$ cat src/hw/rtl/vmt_pkg.sv
package vmt_pkg;

    // Fixed field widths
    localparam int VMT_ELEM_W  = 32;
    localparam int VMT_LANES   = 4;
    localparam int VMT_TERMS   = 4;
    localparam int VMT_PAIRS   = 8;
    localparam int VMT_ELEMS   = 2 * VMT_PAIRS;
    localparam int VMT_PAIR_W  = 2 * VMT_ELEM_W;
    localparam int VMT_IDX_W   = $clog2(VMT_PAIRS);
    localparam int VMT_PROD_W  = 2 * VMT_ELEM_W;
    localparam int VMT_HALF_W  = VMT_PROD_W + 1;
    localparam int VMT_SUM_W   = VMT_PROD_W + 2;
    localparam int VMT_TDATA_W = VMT_LANES * VMT_ELEM_W;

    localparam int VMT_FRAC_BITS_DEF = 16;

    typedef logic [VMT_ELEM_W-1:0] vmt_elem_t;

    // Input selector carried on tuser
    typedef enum logic [1:0] {
        VMT_MODE_FULL   = 2'd0,
        VMT_MODE_POINT  = 2'd1,
        VMT_MODE_UPPER3 = 2'd2,
        VMT_MODE_PACK3  = 2'd3
    } vmt_mode_t;

    // Load enables for the lane pipeline stages
    typedef struct packed {
        logic mul_en;
        logic half_en;
        logic sum_en;
        logic sat_en;
    } vmt_stage_en_t;

    // Identity matrix after reset
    localparam logic [VMT_PAIR_W-1:0] VMT_MATRIX_RESET [VMT_PAIRS] = '{
        64'h0000_0000_0001_0000,
        64'h0000_0000_0000_0000,
        64'h0001_0000_0000_0000,
        64'h0000_0000_0000_0000,
        64'h0000_0000_0000_0000,
        64'h0000_0000_0001_0000,
        64'h0000_0000_0000_0000,
        64'h0001_0000_0000_0000
    };

endpackage

$ cat src/hw/rtl/vmt_merge.sv
module vmt_merge (
    input  logic                                aclk,
    input  logic                                aresetn,
    input  logic                                in_valid,
    input  logic                                in_three,
    input  vmt_pkg::vmt_elem_t                  res_i [vmt_pkg::VMT_LANES],
    input  logic [vmt_pkg::VMT_LANES-1:0]       sat_i,
    output logic                                out_ready,
    output logic                                m_tvalid,
    input  logic                                m_tready,
    // out_x [31:0], out_y [63:32], out_z [95:64], out_w [127:96]
    output logic [vmt_pkg::VMT_TDATA_W-1:0]     m_tdata,
    // saturated [0]
    output logic                                m_tuser
);
    import vmt_pkg::*;

    logic                   tvalid_reg;
    logic [VMT_TDATA_W-1:0] tdata_reg;
    logic [VMT_TDATA_W-1:0] tdata_next;
    logic                   tuser_reg;
    logic                   tuser_next;

    assign out_ready = ~tvalid_reg | m_tready;

    // Combine lane results; the fourth lane is dropped in three-component modes
    always_comb begin
        for (int j = 0; j < VMT_LANES; j++) begin
            tdata_next[j*VMT_ELEM_W +: VMT_ELEM_W] = res_i[j];
        end
        tuser_next = |sat_i[VMT_LANES-2:0];
        if (in_three) begin
            tdata_next[(VMT_LANES-1)*VMT_ELEM_W +: VMT_ELEM_W] = '0;
        end else begin
            tuser_next = tuser_next | sat_i[VMT_LANES-1];
        end
    end

    // Hold the transaction until the sink takes it
    always_ff @(posedge aclk) begin
        if (!aresetn) begin
            tvalid_reg <= 1'b0;
        end else if (out_ready) begin
            tvalid_reg <= in_valid;
        end
        if (out_ready) begin
            tdata_reg <= tdata_next;
            tuser_reg <= tuser_next;
        end
    end

    assign m_tvalid = tvalid_reg;
    assign m_tdata  = tdata_reg;
    assign m_tuser  = tuser_reg;

endmodule

$ cat config.mk
export PLATFORM = sky130hd
export DESIGN_NAME = vmt_merge
export DESIGN_NICKNAME = d
export VERILOG_FILES = /design/src/hw/rtl/vmt_pkg.sv /design/src/hw/rtl/vmt_merge.sv
export SDC_FILE = /design/constraint.sdc
export NUM_CORES = 1
export LEC_CHECK = 0
export BUFFER_PORTS_ARGS = -buffer_cell sky130_fd_sc_hd__buf_4
export CORE_AREA = 2 2 105 107
export DETAILED_ROUTE_END_ITERATION = 16
export DIE_AREA = 0 0 107 109
export PLACE_DENSITY = 0.78
export SYNTH_ARGS = -nofsm -noshare
export SYNTH_HDL_FRONTEND = slang
export SYNTH_SLANG_ARGS = --single-unit
$ cat constraint.sdc
create_clock -name aclk -period 10.5 [get_ports aclk]
set_input_delay 0.525 -clock aclk [delete_from_list [all_inputs] [get_ports aclk]]
set_output_delay 0.525 -clock aclk [all_outputs]
set_load 0.03 [all_outputs]
==> parameters.txt <==
Parameter                              Value

STA
  Unrepaired setup endpoints after global routing    no
  Min cycle time layout    approximately 2200 ps
  Number of hold-slack violations in the final timing report    0
  Max Clock Freq    445 MHz
  Total of endpoints with negative setup slack in the final report    0
  Crit share post-route    roughly 21%
  Post-Route Skew    around 9 ps
  Headroom to the max-slew limit    42.0%
  Transition time of the tightest slew-check pin    about 870 ps
  Least setup slack across all paths after layout    slightly above 8000 ps
  Summed negative setup slack over all endpoints    0 ps
  Max-slew violation total from the final report    0

Setup path
  Levels on crit path    2
  Number of cells on the worst reg-to-reg path    2
  Cell-by-cell trace of the critical path    nand2b_4, buf_4
  Delay contributed by the slowest stage of the critical path    560 ps
  CP startpoint    m_tvalid
  Buffers & Inverters on Critical Path    1
  Data required time of the worst path    ~10000 ps
  CP startpoint kind    register
  Kind of critical path    register to primary output
  Crit-path leading delay family    simple AND/OR/NAND/NOR gates
  Max FO, Critical Path    60
  Slowest cell on crit path    sky130_fd_sc_hd__nand2b_4
  Critical Path AT    between 1500 and 2000 ps
  Worst Setup End Kind    primary output
  Reg2reg start    m_tvalid

Synth
  Number of nets in the synthesized netlist    308
  Synth warnings    0
  Fraction of the yosys area taken by sequential cells    a little over nine tenths
  Cell Area, Synth    4150 sq um
  Synthesized instance count    171
  Yosys reg bits    130
  Per-instance average area after synthesis    between 20 and 25 sq um
  Count of cell types in the netlist    9

Cells and area
  Share of cells above drive strength 1    about 63%
  Number of cells in the finished layout apart from fillers    between 600 and 700
  Antenna diode instance count    0
  Post-route core utilization    around 65%
  Leading cell type in the layout, fill and taps excluded    sky130_fd_sc_hd__buf_4
  Layout area overhead    65.5%
  Highest-count cells in the layout ignoring fill and taps    268 x sky130_fd_sc_hd__buf_4, 129 x sky130_fd_sc_hd__edfxtp_1, 32 x sky130_fd_sc_hd__nor2b_1, 16 x sky130_fd_sc_hd__clkbuf_16, 5 x sky130_fd_sc_hd__clkinv_2
  Fill cell instance count of the final layout    between 700 and 800
  Nets    approximately 600

Routing
  Drc violations    0
  Detailed-route wire length    approximately 9.6 mm
  Vias per inst    between 4 and 5
  Starting DRT DRC Count    138
  Routed len/inst    15.8 um
  Post-DRT Antenna Nets    0
  Number of optimization iterations in the first detailed-route pass    4
  Vias    between 2,000 and 3,000

Clocking
  Total clock buffers created by CTS    17
  Resized Gates After CTS    0
  H-tree depth    4
  Clock latency at the later pin of the worst-skew pair    around 490 ps
  Root buffer cell    sky130_fd_sc_hd__clkbuf_8
  Hold-fix buffers, CTS    0
  Total clock sinks    130
  Clock tree from TritonCTS    built
  Number of post-CTS setup repair buffers    0
  CTS clock-pin slew for the worst setup and hold paths    60 ps
  Maximum buffer depth of the clock tree    2

Power and ir drop
  Total design power    ~0.0013 W
  Power per cell area    195 nW/um^2
  Maximum vdd ir drop    just under 0.0001 V
  Leakage power total    slightly above 3 nW

Floorplan
  Die footprint    between 10,000 and 15,000 sq um
  Height of the die    approximately 110 um
  Standard-cell row count    38
  Core footprint    between 10,000 and 15,000 sq um
  Die extent in x    107 um
  Top-level I/O count    roughly 270
  Initial standard-cell utilization of the core    between 30 and 40%

Job
  Number of violations of the max-capacitance limit    0

Global route
  Number of antenna violations at the first check in global routing    0
  Grt met2 use    approximately 27%
  First-pass GRT wire length    around 13 mm
  GRT Total Usage    roughly 16%
  Met1 Use GR    about 16%
  GR met3 Demand/Resource    under 10%
  Maximum number of pins on one net before global-route repair    73
  Via count of the first global-routing pass    about 2,600
  Layer with the highest usage    met2
  Residual overflow from global routing    0

Placement
  I/O Buffers    between 200 and 300
  Final estimated routing congestion in global placement    ~0.73
  Pre-CTS WS    about 8000 ps
  Cell total after placement    roughly 580

Status
  Result of the run    completed

Min path
  Worst min path class    input pin to register
  Startpoint of the most critical hold path    res_i[117]
  Number of cells on the worst hold path    1
==> metal layers <==
metal | vias to the layer above | wire, um | part of all wire (%)
li1 | 1222 | - | -
met1 | 1223 | 3200 | 33
met2 | 159 | 5110 | 53
met3 | 13 | 1110 | 12
met4 | 0 | 158 | 1.6
met5 | - | 0 | 0
==> layout make-up <==
type,count,area (sq um),share of cell area (%)
tap,140,175,2.55
sequential,130,3890,56.7
multi-input combinational,36,231,3.37
inverter,2,7.51,0.109
clock buffer,21,429,6.25
clock inverter,11,114,1.66
timing repair buffer,268,2010,29.3
==> registers in the layout, indices dropped and copies added, names as in the netlist <==
register	count
m_tuser	1
m_tdata	128
m_tvalid	1
==> final timing paths <==
path	end	slack (ps)
setup reg to reg	m_tdata[32]	8300
hold reg to reg	m_tdata[21]	1130
setup / recovery	out_ready	8250
hold / removal	m_tdata[21]	210
==> kinds of logic (layout without fill, tap and decap cells) <==
| logic type | Yosys count | in the layout | share of synthesized area (%) |
|---|---|---|---|
| buf+inv | 5 | 302 | 0.724 |
| compound gates | 2 | 2 | 0.302 |
| simple gates | 34 | 34 | 5.10 |
| flops | 130 | 130 | 93.9 |
==> worst register-to-register path, stage by stage (launching register included) <==
cell                       delay, ps
sky130_fd_sc_hd__dfxtp_1         330
sky130_fd_sc_hd__nand2b_4        560
sky130_fd_sc_hd__buf_4           870
==> cell usage after synthesis <==
master	instances	area [sq um]
sky130_fd_sc_hd__nand2b_1	1	6.26
sky130_fd_sc_hd__nor3_1	1	5.00
sky130_fd_sc_hd__o21ai_1	1	5.00
sky130_fd_sc_hd__edfxtp_1	129	3870
sky130_fd_sc_hd__nor2b_1	32	200
sky130_fd_sc_hd__dfxtp_1	1	20.0
sky130_fd_sc_hd__a21boi_0	1	7.51
sky130_fd_sc_hd__buf_4	3	22.5
sky130_fd_sc_hd__inv_1	2	7.51
==> where the power goes <==
| part | internal [W] | switching, W | total [W] |
|---|---|---|---|
| clock | 0.000335 | 0.000194 | 0.000529 |
| sequential | 0.000612 | 0.0000104 | 0.000623 |
| combinational | 0.0000778 | 0.000106 | 0.000184 |
==> per-stage QoR <==
stage | area [sq um] | hold WS [ps]
floorplan | 4150 | 624
global route | 6860 | 162
detailed placement | 6320 | 704
CTS | 6860 | 178
finish | 6860 | 209
global placement | 6320 | 703
(Power assumes the default switching activity.)
